### src/rtl/bleasp_pkg.sv
// ----------------------------------------------------------------------------
// BLE advertising sensor data parser package
// Shared constants, codes, types and helpers for the advertising parser.
// ----------------------------------------------------------------------------
package bleasp_pkg;

    localparam int unsigned MAX_PACKET_BYTES_DEF = 31;

    localparam int unsigned ADDR_W     = 48;
    localparam int unsigned CFG_ADDR_W = 1;
    localparam int unsigned CFG_DATA_W = 48;
    localparam int unsigned IN_DATA_W  = 56;
    localparam int unsigned OUT_DATA_W = 96;
    localparam int unsigned OUT_USER_W = 3;

    localparam logic [ADDR_W-1:0] TARGET_ADDRESS_RST = 48'hA4C1_38A0_0D98;
    localparam logic              FILTER_ENABLE_RST  = 1'b1;

    localparam logic [7:0]  SERVICE_DATA_KIND = 8'h16;
    localparam logic [15:0] BTHOME_UUID       = 16'hFCD2;

    // Configuration register indexes
    typedef enum logic [CFG_ADDR_W-1:0] {
        REG_TARGET_ADDRESS = 1'b0,
        REG_FILTER_ENABLE  = 1'b1
    } cfg_reg_t;

    // Object codes that the parser understands
    typedef enum logic [1:0] {
        OBJ_PACKET_ID   = 2'd0,
        OBJ_BATTERY     = 2'd1,
        OBJ_TEMPERATURE = 2'd2,
        OBJ_HUMIDITY    = 2'd3
    } obj_code_t;

    typedef struct packed {
        logic [15:0] temperature;
        logic [15:0] humidity;
        logic [7:0]  battery;
        logic        t_valid;
        logic        h_valid;
        logic        b_valid;
        logic        encrypted;
    } reading_t;

    // Data length in bytes of an object; zero marks an unknown code.
    function automatic logic [1:0] object_length(input logic [7:0] code);
        logic [1:0] len;
        begin
            case (code)
                8'h00, 8'h01: len = 2'd1;
                8'h02, 8'h03: len = 2'd2;
                default:      len = 2'd0;
            endcase
            return len;
        end
    endfunction

endpackage

### src/rtl/ble_adv_sensor_data_parser.sv
// ----------------------------------------------------------------------------
// BLE advertising sensor data parser
// Walks advertising structures byte by byte and reports sensor readings.
//
//   Channel   Direction  Handshake           Contents
//   s_axis    in         tvalid/tready       one payload byte and sender address
//   m_axis    out        tvalid/tready       one sensor reading
//   cfg       in         cfg_we              target address, filter enable
//
// One byte is taken per cycle; the parser state is updated in the same cycle
// and a reading is held in the output register from the next cycle on.
// The input stalls only while a reading waits and the sink holds tready low.
// Reset clears the parser state and loads the default configuration.
// ----------------------------------------------------------------------------
module ble_adv_sensor_data_parser
    import bleasp_pkg::*;
#(
    parameter int unsigned MAX_PACKET_BYTES = MAX_PACKET_BYTES_DEF
)
(
    input  logic                  clk,
    input  logic                  rst_n,

    input  logic                  cfg_we,
    input  logic [CFG_ADDR_W-1:0] cfg_addr,
    input  logic [CFG_DATA_W-1:0] cfg_wdata,

    input  logic                  s_tvalid,
    output logic                  s_tready,
    input  logic [IN_DATA_W-1:0]  s_tdata,   // data_byte, sender_address
    input  logic                  s_tuser,   // first_byte
    input  logic                  s_tlast,   // last_byte

    output logic                  m_tvalid,
    input  logic                  m_tready,
    output logic [OUT_DATA_W-1:0] m_tdata,   // temperature_raw, humidity_raw,
                                             // battery_level, encrypted_flag,
                                             // reading_source, zero fill
    output logic [OUT_USER_W-1:0] m_tuser    // temperature flag, humidity flag,
                                             // battery flag
);

    localparam int unsigned SEEN_W = $clog2(MAX_PACKET_BYTES + 1);
    localparam logic [SEEN_W-1:0] SEEN_MAX = SEEN_W'(MAX_PACKET_BYTES);

    // Configuration
    logic [ADDR_W-1:0] target_address_reg;
    logic              filter_enable_reg;

    // Parser state
    logic              packet_halted_reg, packet_halted_next;
    logic              address_ok_reg, address_ok_next;
    logic [ADDR_W-1:0] latched_sender_reg, latched_sender_next;
    logic [7:0]        struct_left_reg, struct_left_next;
    logic [7:0]        struct_offset_reg, struct_offset_next;
    logic [7:0]        uuid_low_reg, uuid_low_next;
    logic [1:0]        object_code_reg, object_code_next;
    logic [1:0]        object_left_reg, object_left_next;
    logic [7:0]        value_low_reg, value_low_next;
    logic              objects_halted_reg, objects_halted_next;
    reading_t          reading_reg, reading_next;
    logic [SEEN_W-1:0] seen_reg, seen_next;

    // Output register
    logic              out_valid_reg;
    reading_t          out_reading_reg;
    logic [ADDR_W-1:0] out_source_reg;

    logic              in_accept;
    logic              emit;
    logic [7:0]        data_byte;
    logic [ADDR_W-1:0] sender_address;
    logic [7:0]        left_after;
    logic [1:0]        obj_len;

    assign data_byte      = s_tdata[7:0];
    assign sender_address = s_tdata[8 +: ADDR_W];
    assign s_tready       = !out_valid_reg || m_tready;
    assign in_accept      = s_tvalid && s_tready;
    assign obj_len        = object_length(data_byte);

    always_ff @(posedge clk or negedge rst_n)
    begin
        if (!rst_n)
        begin
            target_address_reg <= TARGET_ADDRESS_RST;
            filter_enable_reg  <= FILTER_ENABLE_RST;
        end
        else if (cfg_we)
        begin
            unique case (cfg_reg_t'(cfg_addr))
                REG_TARGET_ADDRESS: target_address_reg <= cfg_wdata[ADDR_W-1:0];
                REG_FILTER_ENABLE:  filter_enable_reg  <= cfg_wdata[0];
                default:            ;
            endcase
        end
    end

    always_comb
    begin
        packet_halted_next  = packet_halted_reg;
        address_ok_next     = address_ok_reg;
        latched_sender_next = latched_sender_reg;
        struct_left_next    = struct_left_reg;
        struct_offset_next  = struct_offset_reg;
        uuid_low_next       = uuid_low_reg;
        object_code_next    = object_code_reg;
        object_left_next    = object_left_reg;
        value_low_next      = value_low_reg;
        objects_halted_next = objects_halted_reg;
        reading_next        = reading_reg;
        seen_next           = seen_reg;
        left_after          = 8'd0;
        emit                = 1'b0;

        if (in_accept)
        begin
            if (s_tuser)
            begin
                latched_sender_next = sender_address;
                address_ok_next     = !filter_enable_reg
                                      || (sender_address == target_address_reg);
                packet_halted_next  = 1'b0;
                struct_left_next    = 8'd0;
                struct_offset_next  = 8'd0;
                seen_next           = '0;
            end

            if (address_ok_next && !packet_halted_next)
            begin
                if (seen_next >= SEEN_MAX)
                begin
                    packet_halted_next = 1'b1;
                end
                else
                begin
                    seen_next = seen_next + SEEN_W'(1);
                    if (struct_left_next == 8'd0)
                    begin
                        // Length byte: zero ends the packet.
                        if (data_byte == 8'd0)
                        begin
                            packet_halted_next = 1'b1;
                        end
                        else
                        begin
                            struct_left_next    = data_byte;
                            struct_offset_next  = 8'd0;
                            object_left_next    = 2'd0;
                            objects_halted_next = 1'b0;
                            reading_next        = '0;
                        end
                    end
                    else
                    begin
                        left_after = struct_left_next - 8'd1;
                        case (struct_offset_next)
                            8'd0:
                            begin
                                objects_halted_next = (data_byte != SERVICE_DATA_KIND);
                            end
                            8'd1:
                            begin
                                uuid_low_next = data_byte;
                            end
                            8'd2:
                            begin
                                if ({data_byte, uuid_low_next} != BTHOME_UUID)
                                begin
                                    objects_halted_next = 1'b1;
                                end
                            end
                            8'd3:
                            begin
                                if (!objects_halted_next)
                                begin
                                    reading_next.encrypted = data_byte[0];
                                end
                            end
                            default:
                            begin
                                if (!objects_halted_next)
                                begin
                                    if (object_left_next == 2'd0)
                                    begin
                                        // Object code byte; stop on an unknown code
                                        // or on one whose data overruns the structure.
                                        if (obj_len == 2'd0 || {6'd0, obj_len} > left_after)
                                        begin
                                            objects_halted_next = 1'b1;
                                        end
                                        else
                                        begin
                                            object_code_next = data_byte[1:0];
                                            object_left_next = obj_len;
                                        end
                                    end
                                    else if (object_left_next == 2'd2)
                                    begin
                                        value_low_next   = data_byte;
                                        object_left_next = 2'd1;
                                    end
                                    else
                                    begin
                                        object_left_next = 2'd0;
                                        unique case (obj_code_t'(object_code_next))
                                            OBJ_BATTERY:
                                            begin
                                                reading_next.battery = data_byte;
                                                reading_next.b_valid = 1'b1;
                                            end
                                            OBJ_TEMPERATURE:
                                            begin
                                                reading_next.temperature =
                                                    {data_byte, value_low_next};
                                                reading_next.t_valid = 1'b1;
                                            end
                                            OBJ_HUMIDITY:
                                            begin
                                                reading_next.humidity =
                                                    {data_byte, value_low_next};
                                                reading_next.h_valid = 1'b1;
                                            end
                                            default: ;
                                        endcase
                                    end
                                end
                            end
                        endcase
                        struct_left_next   = left_after;
                        struct_offset_next = struct_offset_next + 8'd1;
                        emit = (left_after == 8'd0)
                               && (reading_next.t_valid || reading_next.h_valid
                                   || reading_next.b_valid);
                    end
                end
            end

            if (s_tlast)
            begin
                packet_halted_next = 1'b1;
            end
        end
    end

    always_ff @(posedge clk or negedge rst_n)
    begin
        if (!rst_n)
        begin
            packet_halted_reg  <= 1'b0;
            address_ok_reg     <= 1'b0;
            latched_sender_reg <= '0;
            struct_left_reg    <= 8'd0;
            struct_offset_reg  <= 8'd0;
            uuid_low_reg       <= 8'd0;
            object_code_reg    <= 2'd0;
            object_left_reg    <= 2'd0;
            value_low_reg      <= 8'd0;
            objects_halted_reg <= 1'b0;
            reading_reg        <= '0;
            seen_reg           <= '0;
        end
        else
        begin
            packet_halted_reg  <= packet_halted_next;
            address_ok_reg     <= address_ok_next;
            latched_sender_reg <= latched_sender_next;
            struct_left_reg    <= struct_left_next;
            struct_offset_reg  <= struct_offset_next;
            uuid_low_reg       <= uuid_low_next;
            object_code_reg    <= object_code_next;
            object_left_reg    <= object_left_next;
            value_low_reg      <= value_low_next;
            objects_halted_reg <= objects_halted_next;
            reading_reg        <= reading_next;
            seen_reg           <= seen_next;
        end
    end

    // A finished reading sits here until the sink takes the transaction.
    always_ff @(posedge clk or negedge rst_n)
    begin
        if (!rst_n)
        begin
            out_valid_reg <= 1'b0;
        end
        else if (emit)
        begin
            out_valid_reg <= 1'b1;
        end
        else if (m_tready)
        begin
            out_valid_reg <= 1'b0;
        end
    end

    always_ff @(posedge clk)
    begin
        if (emit)
        begin
            out_reading_reg <= reading_next;
            out_source_reg  <= latched_sender_next;
        end
    end

    assign m_tvalid = out_valid_reg;
    assign m_tdata  = {7'd0, out_source_reg, out_reading_reg.encrypted,
                       out_reading_reg.battery, out_reading_reg.humidity,
                       out_reading_reg.temperature};
    assign m_tuser  = {out_reading_reg.b_valid, out_reading_reg.h_valid,
                       out_reading_reg.t_valid};

endmodule
### config.mk
export PLATFORM = sky130hd
export DESIGN_NAME = ble_adv_sensor_data_parser
export DESIGN_NICKNAME = d
export VERILOG_FILES = /design/src/rtl/bleasp_pkg.sv /design/src/rtl/ble_adv_sensor_data_parser.sv
export SDC_FILE = /design/constraint.sdc
export NUM_CORES = 1
export LEC_CHECK = 0
export BUFFER_PORTS_ARGS = -buffer_cell sky130_fd_sc_hd__buf_2
export CAP_MARGIN = 0
export CORE_MARGIN = 2
export CORE_UTILIZATION = 56
export CTS_CLUSTER_SIZE = 40
export DETAILED_ROUTE_END_ITERATION = 12
export HOLD_SLACK_MARGIN = 0.02
export PLACE_DENSITY_LB_ADDON = 0.12
export RECOVER_POWER = 100
export SLEW_MARGIN = 20
export SYNTH_ARGS = -nofsm -noshare
export SYNTH_HDL_FRONTEND = slang
export SYNTH_SLANG_ARGS = --single-unit
### constraint.sdc
create_clock -name clk -period 8.6 [get_ports clk]
set_clock_uncertainty 0.05 [all_clocks]
set_input_delay 1.29 -clock clk [delete_from_list [all_inputs] [get_ports clk]]
set_output_delay 1.29 -clock clk [all_outputs]
set_load 0.005 [all_outputs]
==> results by group, run 1 <==
Critical path
  • Startpoint types: input pin
  • Critical path class: in2reg
  • CP arrival: 6.59 ns
  • CP endpoint kind: register
  • Worst-path fanout max: 29
  • Worst setup path start: s_tuser
  • CP required: 8.96 ns
  • Worst r2r src: seen_reg[0]

Global routing
  • GRT Util Overall: 0.235
  • Grt met2 use: 0.377
  • Largest net degree at the start of global routing: 119
  • GR Layer Usage met3: 0.0770
  • Grt met1 use: 0.312
  • Initial antenna violation count: 4
  • Gr busiest metal: met2
  • Vias in the first global route: 7522
  • Global route total overflow: 0
  • Global-route wire length before repair: 40400 um

Logic synthesis
  • Yosys top cell by area: dfrtp_1
  • Syn Inst Count: 803
  • EDFF count, synth: 92
  • Yosys Warn Count: 0
  • Post-synthesis async set-or-reset flop share: 0.669
  • Synth Register Bits: 278
  • Sequential area share after synthesis: 0.648
  • Top post-synthesis cells by area: dfrtp_1, edfxtp_1, mux2_2, dfstp_2, xor2_1
  • Avg Cell Area, Syn: 14.3 sq um
  • Mapped cell area: 11500 sq um
  • Ys flop type: dfrtp_1
  • Yosys cell types: 65
  • Share of the synthesized area in the top cell type: 0.366

Final layout
  • Area Growth Syn to Fin: 18.1%
  • Register area: 7440 sq um
  • Commonest non-fill, non-tap cell in the layout: dfrtp_1
  • Area occupied by multi-input gates: 3800 sq um
  • Fillers: 1549
  • Final instance area: 13600 sq um
  • Most frequent cells in the layout: dfrtp_1, buf_2, edfxtp_1
  • Share of cells above drive strength 1: 0.312
  • Final #Nets: 1134

Routing
  • DRC: 0
  • DR vias/cell: 5.70
  • Final ANT Viol Nets: 0
  • Routed length per instance: 19.4 um
  • DR iter-0 viols: 428
  • Final WL: 25400 um
  • Pre-Repair DR Iteration Count: 5
  • Vias post-DR: 7448

Hold path
  • Worst Hold Class: reg2reg
  • Hold wc startpoint: latched_sender_reg[42]

Timing
  • Worst slew margin: -1.44
  • Min Tclk post-route: 6.23 ns
  • Final Max Tran Viols: 215
  • Final hold viol count: 0
  • # setup viols final: 0
  • Highest Clock Rate: 160 MHz
  • Setup TNS: 0 ns
  • Hold slack: 0.437 ns
  • Worst Tran Pin Value: 3.66 ns
  • RSZ-0062 raised after global routing: false
  • Final worst path period share: 0.725

Clocking
  • Clk sinks: 278
  • CTS tree: done
  • Clock-pin slew on the worst setup and hold paths: 0.06 ns
  • Cts repair resizes: 0
  • CTS Buffer Depth: 3
  • Clk Latency, worst-skew pair: 0.55 ns
  • Cts hold-fix bufs: 0
  • Root Buffer Master: clkbuf_16
  • H-tree Lvls: 1
  • Post-CTS Setup Bufs: 0
  • Cts bufs inserted: 29

Flow run
  • Max-cap violations: 7

Placed design
  • Global placer's final weighted congestion: 0.878
  • I/O Buffers: 205
  • Area of placed instances: 12800 sq um
  • HPWL after DPL: 16800 um

Die
  • Core box area: 20200 sq um
  • Die Wd: 147 um
  • FP Rows: 52
  • Starting density of the core: 0.569
  • Ports: 213
  • Die area: 21700 sq um
  • DIE HEIGHT: 147 um

Power
  • IR Drop Worst-Case VDD: 0.169 mV
  • Leakage: 5.59 nW
  • P per Cell Area: 237 nW/um^2

Run status
  • Status: finished, violations left
  • Violated checks: capacitance limit, slew limit
cells in the mapped netlist (3+ instances only):
cell type / instances
dfrtp_1: 168
mux2_2: 117
edfxtp_1: 92
xor2_1: 51
nand2_1: 47
a22o_1: 38
nor2_1: 22
nor4_1: 22
nand3_1: 20
o21ai_0: 20
dfstp_2: 18
clkbuf_1: 14
a21oi_1: 11
buf_1: 11
ha_1: 11
buf_4: 9
inv_1: 9
nor2b_1: 9
nor3_1: 9
o2111ai_1: 9
a31oi_1: 7
buf_2: 7
nand4_1: 6
o2bb2ai_1: 5
and2_1: 4
o31ai_1: 4
a22o_2: 3
nor3_2: 3
o211ai_1: 3
xnor2_1: 3
final cells by class:
class / instances / area share
clock inverters: 6 / 0.00683
diodes: 2 / 0.000369
clock buffers: 48 / 0.0617
repair buffers: 213 / 0.0747
multi-input cells: 480 / 0.280
inverters: 9 / 0.00249
flip-flops and latches: 278 / 0.549
well taps: 270 / 0.0249
final timing paths:
kind                            cells after the start  slack [ns]                      to
max in group asynchronous                           2        3.76         reading_reg[21]
min in group asynchronous                           1        0.79             seen_reg[4]
worst min-delay path                                1        0.44  latched_sender_reg[42]
worst max-delay path                                9        2.37             m_tdata[27]
worst min register to register                      1        0.44  latched_sender_reg[42]
worst max register to register                      9        3.91             m_tdata[27]
logic make-up (layout without fill, tap and decap cells):
group                      count (synthesis)  count (layout)  synth area share
other                                      1               9          0.000327
buffers and inverters                     51             276            0.0205
xor gates and xnor gates                  54              54            0.0412
AOI/OAI and AO/OA                        125             125            0.0838
adders and majority gates                 11              11            0.0120
muxes                                    117             117             0.115
DFF                                      278             278             0.648
and+or+nand+nor                          166             166            0.0796
layer usage:
| layer | share of wire | wire length, um |
|---|---|---|
| met1 | 0.41 | 10400 |
| met2 | 0.48 | 12100 |
| met3 | 0.092 | 2340 |
| met4 | 0.019 | 473 |
| met5 | 0.00099 | 25 |
critical path, stage by stage:
cell	delay, ns
clkbuf_1	0.89
inv_1	0.57
and4_1	0.32
ha_1	0.23
a21o_1	0.24
nor3_1	0.59
nand2_1	0.41
nor3_1	1.64
a22o_2	0.38
report_power, final:
| group | total [W] | switching (W) | internal, W | leakage, nW |
|---|---|---|---|---|
| Combinational | 0.000430 | 0.000235 | 0.000195 | 2.08 |
| Clock | 0.00121 | 0.000486 | 0.000722 | 0.449 |
| Sequential | 0.00158 | 0.0000836 | 0.00150 | 3.06 |
| Total | 0.00322 | 0.000805 | 0.00241 | 5.59 |
metrics by stage:
step / total power [W] / utilization / worst slack [ns] / cells
5_1_grt: 0.00337 / 0.672 / 1.90 / 1304
2_1_floorplan: 0.00190 / - / 0.406 / 809
3_3_place_gp: 0.00202 / 0.632 / 2.89 / 1250
4_1_cts: 0.00325 / 0.678 / 3.29 / 1304
3_5_place_dp: 0.00204 / 0.632 / 2.72 / 1250
6_report: 0.00322 / 0.672 / 2.37 / 1306
Note: power is estimated with default switching activity, not from simulation.
==> run 2: changes to the inputs <==
- CORE_UTILIZATION: 56 -> 50
- clock period: 8.6 -> 5.7 ns (I/O delays scaled with it)
==> run 2 against run 1 <==
The run still ends with capacitance limit, slew limit left. Clock power increased by 60%. Wire length increased by 3.1%. Final area increased by 0.78%. Register-to-register slack got worse by 2.5 ns. Clock-buffer cell count increased by 1. Sequential cell count unchanged. Utilization decreased by 6.7 points. Non-clock buffer count increased by 6. Combinational power increased by 50%. Global-route usage decreased by 1.6 points.
==> results by group, run 2 (synthesis results as in run 1) <==
Final layout
  • Most frequent cells in the layout: dfrtp_1, buf_2, edfxtp_1
  • Fillers: 1872
  • Commonest non-fill, non-tap cell in the layout: dfrtp_1
  • Final #Nets: 1141
  • Area Growth Syn to Fin: 19.0%
  • Share of cells above drive strength 1: 0.303
  • Final instance area: 13700 sq um

Power
  • P per Cell Area: 363 nW/um^2
  • Leakage: 5.61 nW
  • IR Drop Worst-Case VDD: 0.255 mV
  • Tot Pwr: 0.00496 W

Routing
  • Pre-Repair DR Iteration Count: 5
  • DRC: 0
  • Final ANT Viol Nets: 0
  • DR vias/cell: 5.54
  • Vias post-DR: 7370
  • DR iter-0 viols: 411
  • Routed length per instance: 19.7 um
  • Final WL: 26100 um

Timing
  • Hold slack: 0.435 ns
  • Min Tclk post-route: 4.50 ns
  • Highest Clock Rate: 222 MHz
  • Final Worst Setup Slack: 1.20 ns
  • Setup TNS: 0 ns
  • Worst slew margin: -0.800
  • Final hold viol count: 0
  • Final Max Tran Viols: 232
  • # setup viols final: 0
  • Final worst path period share: 0.790
  • Worst Tran Pin Value: 2.70 ns
  • RSZ-0062 raised after global routing: false

Die
  • Starting density of the core: 0.509
  • Core box area: 22600 sq um
  • Ports: 213
  • DIE HEIGHT: 156 um
  • Die area: 24200 sq um
  • FP Rows: 55
  • Die Wd: 156 um

Placed design
  • Setup WS pre-CTS: 1.42 ns
  • Area of placed instances: 12800 sq um
  • I/O Buffers: 205
  • HPWL after DPL: 17400 um
  • Global placer's final weighted congestion: 0.845

Global routing
  • Global-route wire length before repair: 41600 um
  • GRT Util Overall: 0.218
  • Initial antenna violation count: 6
  • Global route total overflow: 0
  • Vias in the first global route: 7565
  • Largest net degree at the start of global routing: 109

Clocking
  • CTS tree: done
  • H-tree Lvls: 1
  • CTS Buffer Depth: 3
  • Clk Latency, worst-skew pair: 0.55 ns
  • Cts bufs inserted: 30
  • Post-CTS Setup Bufs: 0
  • Cts hold-fix bufs: 0
  • Root Buffer Master: clkbuf_16
  • Clock-pin slew on the worst setup and hold paths: 0.06 ns
  • Clk sinks: 278
  • Cts repair resizes: 0

Critical path
  • CP required: 6.07 ns
  • R2R Setup Slk: 1.42 ns
  • Critical path class: in2reg
  • Startpoint types: input pin
  • CP arrival: 4.87 ns
  • Worst-path fanout max: 28
  • CP endpoint kind: register

Run status
  • Status: finished, violations left
  • Violated checks: capacitance limit, slew limit

Hold path
  • Worst Hold Class: reg2reg

Flow run
  • Max-cap violations: 5
-- run 2: area by class of cell --
type                            instances  area [sq um]  share of cell area
Clock inverter                          7          72.6             0.00531
Inverter                                9          33.8             0.00247
Clock buffer                           49           943              0.0690
Timing Repair Buffer                  219          1010              0.0738
Antenna cell                            3          7.51            0.000549
Multi-Input combinational cell        480          3800               0.278
Sequential cell                       278          7440               0.544
Tap cell                              285           357              0.0261
-- run 2: power by group --
part	switching, W	internal [W]	leakage (nW)
Combinational	0.000355	0.000292	2.06
Clock	0.000771	0.00117	0.494
Sequential	0.000119	0.00226	3.06
-- run 2: routing by layer --
metal	vias to the layer above	track usage	wire, um
li1	3420	-	-
met1	3643	0.302	11300
met2	253	0.331	11900
met3	48	0.0792	2350
met4	6	0.0546	561
met5	-	0	39
-- run 2: worst max-delay path, cell delays in order --
cell	delay [ns]
buf_2	0.09
buf_4	0.27
nor2b_1	0.09
ha_1	0.21
and4_1	0.20
ha_1	0.22
a21o_1	0.24
nor3_1	0.59
nand2_1	0.40
nor4b_1	1.26
mux2_2	0.43
-- run 2: final timing paths --
path / end / from / depth (start not counted)
min: latched_sender_reg[33] / latched_sender_reg[33] / 1
max: uuid_low_reg[3] / s_tuser / 11
max reg2reg: uuid_low_reg[3] / seen_reg[0] / 9
min reg2reg: latched_sender_reg[33] / latched_sender_reg[33] / 1
max in group asynchronous: reading_reg[16] / rst_n / 2
min in group asynchronous: struct_left_reg[6] / rst_n / 1
-- run 2: per-stage QoR --
stage	utilization	cells
6_report	0.605	1330
5_1_grt	0.605	1327
4_1_cts	0.613	1327
3_5_place_dp	0.568	1271
3_3_place_gp	0.568	1271
2_1_floorplan	-	809
